$ cat config.mk
export PLATFORM = sky130hd
export DESIGN_NAME = substring_match_locator
export DESIGN_NICKNAME = d
export VERILOG_FILES = /design/src/rtl/slm_pkg.sv /design/src/rtl/slm_cell.sv /design/src/rtl/substring_match_locator.sv
export SDC_FILE = /design/constraint.sdc
export NUM_CORES = 1
export LEC_CHECK = 0
export BUFFER_PORTS_ARGS = -buffer_cell sky130_fd_sc_hd__buf_2
export CORE_ASPECT_RATIO = 1.5
export CORE_UTILIZATION = 45
export DETAILED_ROUTE_END_ITERATION = 8
export PLACE_DENSITY_LB_ADDON = 0.2
export RECOVER_POWER = 50
export SYNTH_ARGS = -nofsm -noshare
export SYNTH_HDL_FRONTEND = slang
export SYNTH_SLANG_ARGS = --single-unit
export TNS_END_PERCENT = 50
$ cat constraint.sdc
create_clock -name clock -period 17.9 [get_ports clock]
set_input_delay 3.58 -clock clock [delete_from_list [all_inputs] [get_ports clock]]
set_output_delay 3.58 -clock clock [all_outputs]
set_load 0.005 [all_outputs]
$ cat src/rtl/slm_pkg.sv
`default_nettype none
// ----------------------------------------------------------------------------
// slm_pkg
// Types, constants and helpers shared by the substring match locator.
// ----------------------------------------------------------------------------
package slm_pkg;

   localparam int PatternBytes = 16;
   localparam int PatIdxBits   = $clog2(PatternBytes);
   localparam int LenBits      = 5;
   localparam int CsrIndexBits = 3;
   localparam int CsrDataBits  = 64;
   localparam int ResultBits   = 32;

   typedef enum logic [CsrIndexBits-1:0] {
      CSR_PATTERN_LOW    = 3'd0,
      CSR_PATTERN_HIGH   = 3'd1,
      CSR_PATTERN_LENGTH = 3'd2,
      CSR_FIND_LAST      = 3'd3,
      CSR_FOLD_CASE      = 3'd4
   } csr_index_type;

   typedef struct packed {
      logic [PatternBytes*8-1:0] pattern;
      logic [LenBits-1:0]        length;
      logic                      fold_case;
   } cell_cfg_type;

   function automatic logic [7:0] fold_byte(input logic [7:0] c, input logic en);
      logic [7:0] r;
      r = c;
      if (en && c >= 8'h41 && c <= 8'h5A) begin
         r = c + 8'h20;
      end
      return r;
   endfunction

endpackage
`default_nettype wire

$ cat src/rtl/slm_cell.sv
`default_nettype none
// ----------------------------------------------------------------------------
// slm_cell
// One window position: holds a byte, hands it to the next cell on each beat,
// and compares the byte it sees against its pattern byte.
// ----------------------------------------------------------------------------
module slm_cell #(
   parameter int Idx = 0
) (
   input  wire logic                 clock,
   input  wire logic                 shift_en,
   input  wire logic [7:0]           win_byte,
   input  wire slm_pkg::cell_cfg_type cfg,
   output logic [7:0]                byte_out,
   output logic                      ok
);
   import slm_pkg::*;

   logic [7:0]         byte_ff;
   logic [7:0]         byte_in;
   logic               active;
   logic [LenBits-1:0] pat_idx;
   logic [7:0]         pat_byte;

   assign byte_in = win_byte;

   always_ff @(posedge clock) begin
      if (shift_en) begin
         byte_ff <= byte_in;
      end
   end

   assign byte_out = byte_ff;

   // pattern byte aligned with this position: length - 1 - Idx
   assign active  = 32'(cfg.length) > 32'(Idx);
   assign pat_idx = cfg.length - LenBits'(1) - LenBits'(Idx);

   always_comb begin
      pat_byte = '0;
      if (32'(pat_idx) < 32'(PatternBytes)) begin
         pat_byte = cfg.pattern[{pat_idx[PatIdxBits-1:0], 3'b000} +: 8];
      end
   end

   assign ok = !active ||
      (fold_byte(win_byte, cfg.fold_case) == fold_byte(pat_byte, cfg.fold_case));

endmodule
`default_nettype wire

$ cat src/rtl/substring_match_locator.sv
`default_nettype none
// ----------------------------------------------------------------------------
// substring_match_locator
// Scans a byte stream for a pattern of up to 16 bytes through a chain of
// compare cells; reports first or last occurrence on the final byte.
// ----------------------------------------------------------------------------
//  channel | dir | beat contents
//  req_    | in  | tdata[7:0] data_byte, tlast last_byte
//  rsp_    | out | tdata[0] found, tdata[32:1] match_offset (padded to 40)
//  csr_    | in  | we, index, wdata (64 bits), no read-back
//
//  One byte per cycle while req_tready is high; all window positions compare in the same cycle.
//  The result of a final byte is on rsp_ the cycle after it is taken.
//  Single output register: req_tready drops only while a result is held.
//  Synchronous reset clears configuration, counters and the output valid.
// ----------------------------------------------------------------------------
module substring_match_locator #(
   parameter int PATTERN_MAX = 16,
   parameter int OFFSET_BITS = 32
) (
   input  wire logic                              clock,
   input  wire logic                              reset,
   input  wire logic                              req_tvalid,
   output logic                                   req_tready,
   input  wire logic [7:0]                        req_tdata,   // [7:0] data_byte
   input  wire logic                              req_tlast,
   output logic                                   rsp_tvalid,
   input  wire logic                              rsp_tready,
   output logic [39:0]                            rsp_tdata,   // [0] found, [32:1] offset
   input  wire logic                              csr_we,
   input  wire logic [slm_pkg::CsrIndexBits-1:0]  csr_index,
   input  wire logic [slm_pkg::CsrDataBits-1:0]   csr_wdata
);
   import slm_pkg::*;

   localparam int ExtBits = (OFFSET_BITS > ResultBits) ? OFFSET_BITS : ResultBits;
   localparam logic [OFFSET_BITS-1:0] SeenMax = '1;

   logic [PatternBytes*8-1:0] pattern_ff;
   logic [LenBits-1:0]        length_ff;
   logic                      find_last_ff;
   logic                      fold_case_ff;

   logic [OFFSET_BITS-1:0]    seen_ff, seen_in;
   logic                      hit_ff, hit_in;
   logic [OFFSET_BITS-1:0]    hit_off_ff, hit_off_in;

   logic                      rsp_valid_ff, rsp_valid_in;
   logic                      rsp_found_ff, rsp_found_in;
   logic [ResultBits-1:0]     rsp_offset_ff, rsp_offset_in;

   logic                      req_acc;
   cell_cfg_type              cell_cfg;
   logic [7:0]                win [PATTERN_MAX];
   logic [PATTERN_MAX-1:0]    cell_ok;
   logic [OFFSET_BITS-1:0]    seen_next;
   logic [OFFSET_BITS-1:0]    len_ext;
   logic                      len_fits;
   logic                      match;
   logic                      hit_next;
   logic [OFFSET_BITS-1:0]    hit_off_next;
   logic [ExtBits-1:0]        off_ext;

   // configuration
   always_ff @(posedge clock) begin
      if (reset) begin
         pattern_ff   <= '0;
         length_ff    <= '0;
         find_last_ff <= 1'b0;
         fold_case_ff <= 1'b0;
      end else if (csr_we) begin
         unique case (csr_index)
            CSR_PATTERN_LOW:    pattern_ff[63:0]   <= csr_wdata;
            CSR_PATTERN_HIGH:   pattern_ff[127:64] <= csr_wdata;
            CSR_PATTERN_LENGTH: length_ff          <= csr_wdata[LenBits-1:0];
            CSR_FIND_LAST:      find_last_ff       <= csr_wdata[0];
            CSR_FOLD_CASE:      fold_case_ff       <= csr_wdata[0];
            default: ;
         endcase
      end
   end

   assign cell_cfg.pattern   = pattern_ff;
   assign cell_cfg.length    = length_ff;
   assign cell_cfg.fold_case = fold_case_ff;

   assign req_tready = !rsp_valid_ff || rsp_tready;
   assign req_acc    = req_tvalid && req_tready;

   // window chain: cell i sees the i-th newest byte including this beat
   assign win[0] = req_tdata;

   for (genvar i = 0; i < PATTERN_MAX; i++) begin : g_cell
      if (i < PATTERN_MAX - 1) begin : g_mid
         slm_cell #(.Idx(i)) u_cell (
            .clock    (clock),
            .shift_en (req_acc),
            .win_byte (win[i]),
            .cfg      (cell_cfg),
            .byte_out (win[i+1]),
            .ok       (cell_ok[i])
         );
      end else begin : g_end
         slm_cell #(.Idx(i)) u_cell (
            .clock    (clock),
            .shift_en (req_acc),
            .win_byte (win[i]),
            .cfg      (cell_cfg),
            .byte_out (),
            .ok       (cell_ok[i])
         );
      end
   end

   // occurrence tracking
   assign seen_next = (seen_ff == SeenMax) ? seen_ff : seen_ff + OFFSET_BITS'(1);
   assign len_ext   = OFFSET_BITS'(length_ff);
   assign len_fits  = (length_ff != '0) && (32'(length_ff) <= 32'(PATTERN_MAX));
   assign match     = len_fits && (seen_next >= len_ext) && (&cell_ok);

   always_comb begin
      hit_next     = hit_ff;
      hit_off_next = hit_off_ff;
      if (match && (find_last_ff || !hit_ff)) begin
         hit_next     = 1'b1;
         hit_off_next = seen_next - len_ext;
      end
   end

   always_comb begin
      seen_in    = seen_ff;
      hit_in     = hit_ff;
      hit_off_in = hit_off_ff;
      if (req_acc) begin
         if (req_tlast) begin
            seen_in    = '0;
            hit_in     = 1'b0;
            hit_off_in = '0;
         end else begin
            seen_in    = seen_next;
            hit_in     = hit_next;
            hit_off_in = hit_off_next;
         end
      end
   end

   always_ff @(posedge clock) begin
      if (reset) begin
         seen_ff    <= '0;
         hit_ff     <= 1'b0;
         hit_off_ff <= '0;
      end else begin
         seen_ff    <= seen_in;
         hit_ff     <= hit_in;
         hit_off_ff <= hit_off_in;
      end
   end

   // result register
   always_comb begin
      off_ext = '0;
      if (length_ff == '0) begin
         if (find_last_ff) begin
            off_ext = ExtBits'(seen_next);
         end
      end else if (hit_next) begin
         off_ext = ExtBits'(hit_off_next);
      end
   end

   always_comb begin
      rsp_valid_in  = rsp_valid_ff && !rsp_tready;
      rsp_found_in  = rsp_found_ff;
      rsp_offset_in = rsp_offset_ff;
      if (req_acc && req_tlast) begin
         rsp_valid_in  = 1'b1;
         rsp_found_in  = (length_ff == '0) || hit_next;
         rsp_offset_in = off_ext[ResultBits-1:0];
      end
   end

   always_ff @(posedge clock) begin
      if (reset) begin
         rsp_valid_ff <= 1'b0;
      end else begin
         rsp_valid_ff <= rsp_valid_in;
      end
   end

   always_ff @(posedge clock) begin
      rsp_found_ff  <= rsp_found_in;
      rsp_offset_ff <= rsp_offset_in;
   end

   assign rsp_tvalid = rsp_valid_ff;
   assign rsp_tdata  = {7'b0, rsp_offset_ff, rsp_found_ff};

   a_final_gives_result: assert property (@(posedge clock) disable iff (reset)
      req_acc && req_tlast |=> rsp_tvalid)
      else $error("final beat produced no result");

   a_plain_beat_no_result: assert property (@(posedge clock) disable iff (reset)
      req_acc && !req_tlast && !rsp_valid_ff |=> !rsp_tvalid)
      else $error("result without final beat");

   a_final_clears: assert property (@(posedge clock) disable iff (reset)
      req_acc && req_tlast |=> seen_ff == '0 && !hit_ff)
      else $error("stream state not cleared after final beat");

   a_count_step: assert property (@(posedge clock) disable iff (reset)
      req_acc && !req_tlast && seen_ff != SeenMax
      |=> seen_ff == OFFSET_BITS'($past(seen_ff) + OFFSET_BITS'(1)))
      else $error("byte count did not advance");

   a_offset_idle: assert property (@(posedge clock) disable iff (reset)
      !hit_ff |-> hit_off_ff == '0)
      else $error("offset held without a hit");

endmodule
`default_nettype wire

==> After elaboration in Yosys (flattened, before gate mapping) <==
Index checks and enable logic that the tools add are counted.
W data, S select, Z words.
{ "classes": {"magnitude_cmp": 98, "n_eq_ne": 21, "addsub": 50, "shift": 16, "n_reduce_logical": 118, "muxes": 58} }
{ "op_table": {"columns": ["op", "count"], "rows": [
  ["$shiftx A128 B8 Y8", 16],
  ["$mux W8", 48],
  ["$add A8 B6 Y8 const B", 32],
  ["$ge A8 B7 Y1 const B", 32],
  ["$le A8 B7 Y1 const B", 32],
  ["$mux W32", 7],
  ["$eq A8 B8 Y1", 16],
  ["$lt A5 B5 Y1 const B", 16],
  ["$logic_and A1 B1 Y1", 71],
  ["$gt A5 B4 Y1 const B", 8],
  ["$sub A5 B4 Y5 const B", 8],
  ["$add A32 B1 Y32 const B", 1],
  ["$eq A32 B32 Y1 const B", 1],
  ["$ge A32 B5 Y1", 1],
  ["$sub A32 B5 Y32", 1],
  ["$gt A5 B3 Y1 const B", 4],
  ["$sub A5 B3 Y5 const B", 4],
  ["$logic_not A1 Y1", 19],
  ["$logic_or A1 B1 Y1", 19],
  ["$reduce_and A16 Y1", 1],
  ["$gt A5 B1 Y1 const B", 2],
  ["$gt A5 B2 Y1 const B", 2],
  ["$reduce_and A2 Y1", 5],
  ["$sub A5 B1 Y5 const B", 2],
  ["9 further kinds", 13]
]} }
{ "word_totals": {"out_inout_bits": 42, "regBits": 354} }

==> Logic depth before layout (Yosys ltp) <==
Gate-level depths: netlist of run 1.
{ "depth": {"depth_word": 16, "depth_mapped": 32, "ltp_nobuf": 22} }

==> Modules after synthesis <==
A second synthesis of run 1 with hierarchy kept.
{ "unflattened": {"hier_cells": 3741, "hier_area_um2": 39360.2} }
{ "by_module_without_submodules": {"columns": ["module", "area_each_um2", "cells_per_inst", "instances", "seq_area_each_um2"], "rows": [
  ["substring_match_locator", 10866.7, 1300, 1, 5014.8],
  ["slm_cell (g_cell[8].g_mid.u_cell)", 1980.6, 164, 1, 240.2],
  ["slm_cell (g_cell[14].g_mid.u_cell)", 1965.6, 188, 1, 240.2],
  ["slm_cell (g_cell[6].g_mid.u_cell)", 1851.8, 192, 1, 240.2],
  ["slm_cell (g_cell[1].g_mid.u_cell)", 1840.5, 165, 1, 240.2],
  ["slm_cell (g_cell[2].g_mid.u_cell)", 1826.8, 190, 1, 240.2],
  ["slm_cell (g_cell[3].g_mid.u_cell)", 1793.0, 138, 1, 240.2],
  ["slm_cell (g_cell[7].g_mid.u_cell)", 1790.5, 181, 1, 240.2],
  ["slm_cell (g_cell[0].g_mid.u_cell)", 1789.2, 142, 1, 240.2],
  ["slm_cell (g_cell[5].g_mid.u_cell)", 1751.7, 141, 1, 240.2],
  ["slm_cell (g_cell[13].g_mid.u_cell)", 1744.2, 135, 1, 240.2],
  ["slm_cell (g_cell[10].g_mid.u_cell)", 1730.4, 137, 1, 240.2],
  ["slm_cell (g_cell[12].g_mid.u_cell)", 1730.4, 146, 1, 240.2],
  ["slm_cell (g_cell[4].g_mid.u_cell)", 1724.2, 127, 1, 240.2],
  ["+3 rows", null, null, null, null]
]} }

==> Least setup slack after synthesis of run 1 <==
No wires, ideal clock.
{ "synth_path": {"path_kind": "input port to flip-flop", "startpoint": "input rsp_tready", "endpoint": "register rsp_found_ff (enable)", "setup_slack_ns": 8.942, "arrival_time_ns": 8.569, "setup_time_ns": 0.389, "required_ns": 17.511, "path_stages": 6, "cell_sequence": "nand2b_1 -> nand2_1 -> inv_1 -> clkbuf_1 -> nand2_1 -> inv_1"} }
{ "synth_via": {"elab_chain_cells": 3} }
{ "synth_rtl": {"columns": ["item", "line_no", "source"], "rows": [
  ["start, declared", "substring_match_locator.sv:28", "input wire logic rsp_tready,"],
  ["$logic_or A1 B1 Y1", "substring_match_locator.sv:87", "assign req_tready = !rsp_valid_ff || rsp_tready;"],
  ["$logic_and A1 B1 Y1", "substring_match_locator.sv:88", "assign req_acc = req_tvalid && req_tready;"],
  ["net g_cell[0].g_mid.u_cell.shift_en", "slm_cell.sv:11", "input wire logic shift_en,"],
  ["$logic_and A1 B1 Y1", "substring_match_locator.sv:175", "if (req_acc && req_tlast) begin"],
  ["end signal, assigned", "substring_match_locator.sv:191", "rsp_found_ff <= rsp_found_in;"],
  ["end, declared", "substring_match_locator.sv:49", "logic rsp_found_ff, rsp_found_in;"]
]} }
The timed path passes the listed nets, and every way through them passes these cells.
A chain may end at the register's enable or synchronous reset.

==> Worst setup path after layout of run 1 <==
{ "layout_path": {"startpoint": "input rsp_tready", "endpoint": "register seen_ff[16]"} }
{ "layout_via": {"elab_chain_cells": 2} }
{ "layout_rtl": {"columns": ["item", "line_no", "source"], "rows": [
  ["$logic_or A1 B1 Y1", "substring_match_locator.sv:87", null],
  ["$logic_and A1 B1 Y1", "substring_match_locator.sv:88", null],
  ["end signal, assigned", "substring_match_locator.sv:153", "seen_ff <= seen_in;"],
  ["end, declared", "substring_match_locator.sv:44", "logic [OFFSET_BITS-1:0] seen_ff, seen_in;"]
]} }
No other way between the ends.

==> impl_metrics.ini, run 1 <==
[detailed_routing]
antenna_left = 0
wl_per_cell_um = 27.5
drc = 0
drt_wl_total_um = 108000
dr.pass1.iters = 6
vias = 25362
vias_per_cell = 6.49
drtIter0Drc = 2469

[status]
failed_checks = capacitance limit, slew limit
status = finished with violations

[place]
gp_congestion = 1.05
hpwl_um = 83700
place_area_um2 = 28300
io_buffer_count = 115

[power_and_ir_drop]
p_per_area_nw_per_um2 = 71.1
switching_share_pct = 30.5
combPwrFrac_pct = 17.7
clock_power_share_pct = 38.8
p_int_uw = 1460
max-vdd-ir-drop_mv = 0.0792
p_seq_share_pct = 43.5
p_sw_uw = 640
p_leak_uw = 0.00999

[floorplanning]
core_area_um2 = 59900
initial_core_util_pct = 45.5
fp.dieH_um = 303
boundaryPins = 123
die_w_um = 203
rows = 110
die-area_um2 = 61500

[synthesis]
synth_compound_area_share_pct = 17.4
synth_most_common_cell = nand2_1
synthXorXnorAreaFrac_pct = 6.79
yosysTopAreaCell = edfxtp_1
synth_top_family_by_area = simple AND/OR/NAND/NOR gates
synth.avg_cell_area_um2 = 8.84
netlist_instances = 3079
yosysSeqAreaShare_pct = 31.7
synth.top_cell.area_share_pct = 16.9
synth_ff_type = dfxtp_1
synth_mux_area_share_pct = 18.2
synthAdderAreaFrac_pct = 2.05
synth-seq-cells = 354
synth.area.top_cells = edfxtp_1 17%, dfxtp_1 15%, mux4_2 10%
synthTopCellsByCount = 525 x nand2_1, 247 x a21oi_1, 226 x nor2_1
ys_async_sr_fraction_pct = 0
synth_edf_count = 153
synthDistinctLibCells = 97
synth_area_um2 = 27200
ys_warn_count = 0
synth-simple-area-share_pct = 19.9

[sta]
relSlewSlack_pct = -120
skew_ps = 19.5
fin_crit_sh_pct = 54.2
final-setup-viol-count = 0
rsz0062_at_grt = no
drv_slew = 295
fmax_mhz = 103
tns_ps = 0
hold_viol = 0
min_period_ps = 9700
worst_slew_pin_slew_ps = 3290

[worst_setup_path]
crit_path_end_kind = flip-flop
cp_data_required_time_ps = 18260
worstPathMaxFanout = 75
crit_arrival_ps = 10060
path_class = primary input to flip-flop
startpoint_type = primary input
worst-r2r-cell-count = 19

[layout]
final_nets = 3216
fin_area_um2 = 29500
drive_gt1_share_pct = 13.4
area_growth_pct = 8.50
fillCellCount = 5739
antennaDiodeCount = 0

[cts]
clk_latency_ps = 590
cts.sinks = 354
clk_pin_slew_ps = 60
hold_buffers = 0
cts_root_buf = clkbuf_16
cts_buffers = 39
cts.repair.resized = 0
post-cts-setup-buffers = 0
h-tree-depth = 2
cts_tree = built
cts_buffer_depth = 3

[grt]
grt_pass1_wl_um = 157000
grt_pass1_vias = 24266
grt_usage_pct = 34.6
antenna_found_initial = 5
grt_max_degree = 158
gr-total-overflow = 0

[run]
maxCapViolCount = 6

[min_path]
hold_depth = 1
worst_hold_path_type = flip-flop to flip-flop
==> sequential cells by signal, indices dropped and copies added, names as in the netlist, 5 cells and up <==
register / cells
pattern_ff: 128
g_cell.g_mid.u_cell.byte_out: 120
hit_off_ff: 32
seen_ff: 32
length_ff: 5
rsp_offset_ff: 32
==> area by class of cell <==
type | count | area (um2) | area share (%)
well taps | 784 | 981 | 3.32
flip-flops and latches | 354 | 8620 | 29.2
clock buffers | 53 | 1110 | 3.77
multi-input cells | 2480 | 17600 | 59.6
clock inverters | 19 | 145 | 0.491
inverters | 62 | 234 | 0.792
repair buffers | 154 | 827 | 2.80
==> power groups by stage <==
stage | registers, uW | logic, uW | clock network [uW]
after floorplan | 914 | 253 | 0
after global placement | 929 | 359 | 0
after detailed placement | 930 | 366 | 0
after CTS | 912 | 367 | 831
after global routing | 917 | 396 | 858
final | 914 | 371 | 816
==> cells in the final DEF (no fill, tap or decap), drive strengths merged, types with 29 or more instances in the layout <==
| cell type | n |
|---|---|
| nand2 | 525 |
| a21oi | 248 |
| nor2 | 227 |
| dfxtp | 201 |
| edfxtp | 153 |
| mux2i | 150 |
| o21ai | 140 |
| xnor2 | 129 |
| mux4 | 121 |
| buf | 118 |
| clkbuf | 89 |
| nand3 | 74 |
| xor2 | 67 |
| nor3 | 67 |
| mux2 | 65 |
| inv | 64 |
| ha | 43 |
| a22o | 38 |
| nor4 | 38 |
| and2 | 34 |
| nand4 | 30 |
| a221o | 30 |
| a211oi | 29 |
==> kinds of logic (layout without fill, tap and decap cells) <==
logic type	Yosys count	after routing
AOI/OAI and AO/OA	730	730
xor gates and xnor gates	199	199
adders and majority gates	44	44
buffers and inverters	251	288
DFF	354	354
muxes	336	336
other	1	7
and+or+nand+nor	1164	1164
==> metrics by stage <==
stage | setup WS, ps | total power, uW | utilization, % | hold slack, ps | std cells
CTS | 9690 | 2110 | 49.4 | 479 | 3906
global placement | 10040 | 1290 | 47.3 | 462 | 3834
global route | 7710 | 2170 | 49.3 | 494 | 3906
detailed placement | 9740 | 1300 | 47.3 | 464 | 3834
floorplan | 8940 | 1170 | - | 443 | 3085
finish | 8200 | 2100 | 49.3 | 481 | 3906
==> critical path, stage by stage <==
cell,delay [ps]
buf_2,90
nand2b_1,160
nand2_1,80
clkbuf_1,1120
clkinvlp_2,2680
buf_4,1130
nand2b_1,840
nor2_1,90
a21oi_1,170
nor2_1,70
==> routing by layer <==
metal  GRT usage, %  wire length (um)  vias to the layer above  part of all wire, %
met5              0                 0                        -                    0
met4           24.8              8740                        0                  8.1
met3           3.97              6190                      277                  5.7
met2           60.2             53000                     1123                   49
met1           39.5             39700                    12486                   37
li1               -                 -                    11476                    -
==> path summary, 6_finish.rpt <==
check	startpoint	to	slack, ps
setup / recovery	rsp_tready	seen_ff[16]$_SDFFE_PP0P_	8200
hold / removal	hit_off_ff[21]$_SDFFE_PP0P_	hit_off_ff[21]$_SDFFE_PP0P_	480
setup reg to reg	length_ff[1]$_SDFFE_PP0P_	rsp_offset_ff[14]$_DFFE_PP_	9530
hold reg to reg	hit_off_ff[21]$_SDFFE_PP0P_	hit_off_ff[21]$_SDFFE_PP0P_	480
Power figures use the tool's default switching activity.
==> inputs of run 2 (changes only) <==
- clock period: 17.9 -> 10.16 ns (I/O delays scaled with it)
==> run 2 against run 1 <==
Net effect: the run still ends with capacitance limit, slew limit left; register-to-register slack got worse by 8000 ps; clock skew about the same; sequential power increased by 76%; first-iteration DRC count decreased by 0.32%; sequential cell count unchanged; combinational power increased by 74%; power increased by 76%; wire length decreased by 1.7%; clock power increased by 75%; global-route usage decreased by 0.51 points; final area about the same; critical path type is now flip-flop to flip-flop; critical endpoint is now rsp_offset_ff[20]$_DFFE_PP_.
==> impl_metrics.ini, run 2 (synthesized netlist as in run 1, its figures left out) <==
[status]
status = finished with violations
failed_checks = capacitance limit, slew limit

[cts]
h-tree-depth = 2
post-cts-setup-buffers = 0
hold_buffers = 0
clk_latency_ps = 580
cts_root_buf = clkbuf_16
clk_pin_slew_ps = 60
cts_tree = built
cts_buffers = 37
cts.repair.resized = 0
cts_buffer_depth = 3
cts.sinks = 354

[layout]
fillCellCount = 5799
drive_gt1_share_pct = 13.4
final_nets = 3214
largest-register = pattern_ff
final_cell_mix = 524 x nand2_1, 247 x a21oi_1, 225 x nor2_1
post-route-util_pct = 49.3
area_growth_pct = 8.43
largest_reg_flops = 128
layout_commonest_cell = nand2_1
antennaDiodeCount = 0

[grt]
antenna_found_initial = 4
gr-total-overflow = 0
grt_max_degree = 120
grt_pass1_vias = 24131
grt_usage_pct = 34.1
grt_pass1_wl_um = 155000

[worst_setup_path]
path_depth = 16
crit_start = length_ff[1]$_SDFFE_PP0P_
r2r-start = length_ff[1]$_SDFFE_PP0P_
worstPathMaxFanout = 119
crit_path_end_kind = flip-flop
cp_data_required_time_ps = 10480
worst-r2r-cell-count = 16
path_class = flip-flop to flip-flop
slowest_delay_ps = 1190
startpoint_type = flip-flop
worst_path_max_delay_cell = o21ai_0
crit_path_end = rsp_offset_ff[20]$_DFFE_PP_
cp_top_family = compound AO/OA/AOI/OAI gates
r2r_slack_ps = 1530
worstPathCellList = inv_1, ha_4, buf_12, mux2_2, o21ai_0, mux4_2, nand2_1, a211oi_1, nand3_1, mux2i_1, a31oi_1, or4_1, nor4_4, a21oi_2, buf_4, a221o_1
r2r_end = rsp_offset_ff[20]$_DFFE_PP_
crit_buf_inv = 3
crit_arrival_ps = 8950

[floorplanning]
core_area_um2 = 59900
boundaryPins = 123
fp.dieH_um = 303
rows = 110
die_w_um = 203
initial_core_util_pct = 45.5
die-area_um2 = 61500

[sta]
rsz0062_at_grt = no
fmax_mhz = 116
final-setup-viol-count = 0
drv_slew = 271
relSlewSlack_pct = -98.8
tns_ps = 0
holdWs_ps = 476
hold_viol = 0
min_period_ps = 8630
fin_crit_sh_pct = 85.0
skew_ps = 19.3
worst_slew_pin_slew_ps = 2980

[detailed_routing]
wl_per_cell_um = 27.1
antenna_left = 0
vias_per_cell = 6.48
vias = 25262
drt_wl_total_um = 106000
dr.pass1.iters = 6
drc = 0
drtIter0Drc = 2461

[power_and_ir_drop]
max-vdd-ir-drop_mv = 0.123
p_leak_uw = 0.00998
p_per_area_nw_per_um2 = 125

[min_path]
worst_hold_path_type = flip-flop to flip-flop

[place]
gp_congestion = 1.10
io_buffer_count = 115
hpwl_um = 81800

[run]
maxCapViolCount = 6
## run 2: cell types whose count changed in the layout (fill, tap and decap cells not counted), moves of 2 or more
cell | before | now
clkbuf_1 | 42 | 40
clkbuf_2 | 2 | 0
clkbuf_8 | 4 | 2
bufinv_16 | 1 | 5
inv_6 | 3 | 0
buf_2 | 81 | 84
clkbuf_16 | 41 | 38
## run 2: tightest hold or removal path, stage by stage (launching register included)
cell and delay [ps]:
dfxtp_1 320, nand2_1 60, a21oi_1 50
## run 2: layer usage
metal | vias to the layer above | track usage (%) | part of all wire (%)
li1 | 11455 | - | -
met5 | - | 0 | 0.011
met2 | 1180 | 57.6 | 48
met3 | 340 | 5.42 | 6.8
met4 | 2 | 27.1 | 8.9
met1 | 12285 | 38.3 | 36
## run 2: how the worst min path moves through the flow
stage / cells past startpoint / start / endpoint
floorplan: 2 / pattern_ff[101]$_SDFFE_PP0P_ / pattern_ff[101]$_SDFFE_PP0P_
global placement: 1 / hit_off_ff[21]$_SDFFE_PP0P_ / hit_off_ff[21]$_SDFFE_PP0P_
detailed placement: 1 / hit_off_ff[11]$_SDFFE_PP0P_ / hit_off_ff[11]$_SDFFE_PP0P_
CTS: 2 / pattern_ff[54]$_SDFFE_PP0P_ / pattern_ff[54]$_SDFFE_PP0P_
global route: 1 / hit_off_ff[19]$_SDFFE_PP0P_ / hit_off_ff[19]$_SDFFE_PP0P_
finish: 2 / pattern_ff[118]$_SDFFE_PP0P_ / pattern_ff[118]$_SDFFE_PP0P_
## run 2: layout make-up
type / instances / area, um2 / share of cell area [%]
multi-input combinational: 2480 / 17600 / 59.7
clock inverter: 20 / 239 / 0.809
sequential: 354 / 8620 / 29.2
tap: 784 / 981 / 3.32
timing repair buffer: 154 / 831 / 2.81
clock buffer: 46 / 1000 / 3.39
inverter: 62 / 234 / 0.793
## run 2: where the power goes
part           internal, uW  switching (uW)  leakage [uW]  total [uW]
registers              1540            73.4       0.00311        1610
logic                   231             416       0.00627         647
clock network           829             602      0.000603        1430
total                  2600            1090       0.00998        3690
## run 2: per-stage QoR
step                total power, uW  cells  instance area [um2]  setup slack [ps]
floorplan                      2060   3085                27300              2750
CTS                            3700   3900                29600              1990
global placement               2270   3834                28300              2250
global route                   3810   3900                29500              1370
finish                         3690   3900                29500              1530
detailed placement             2280   3834                28300              2020
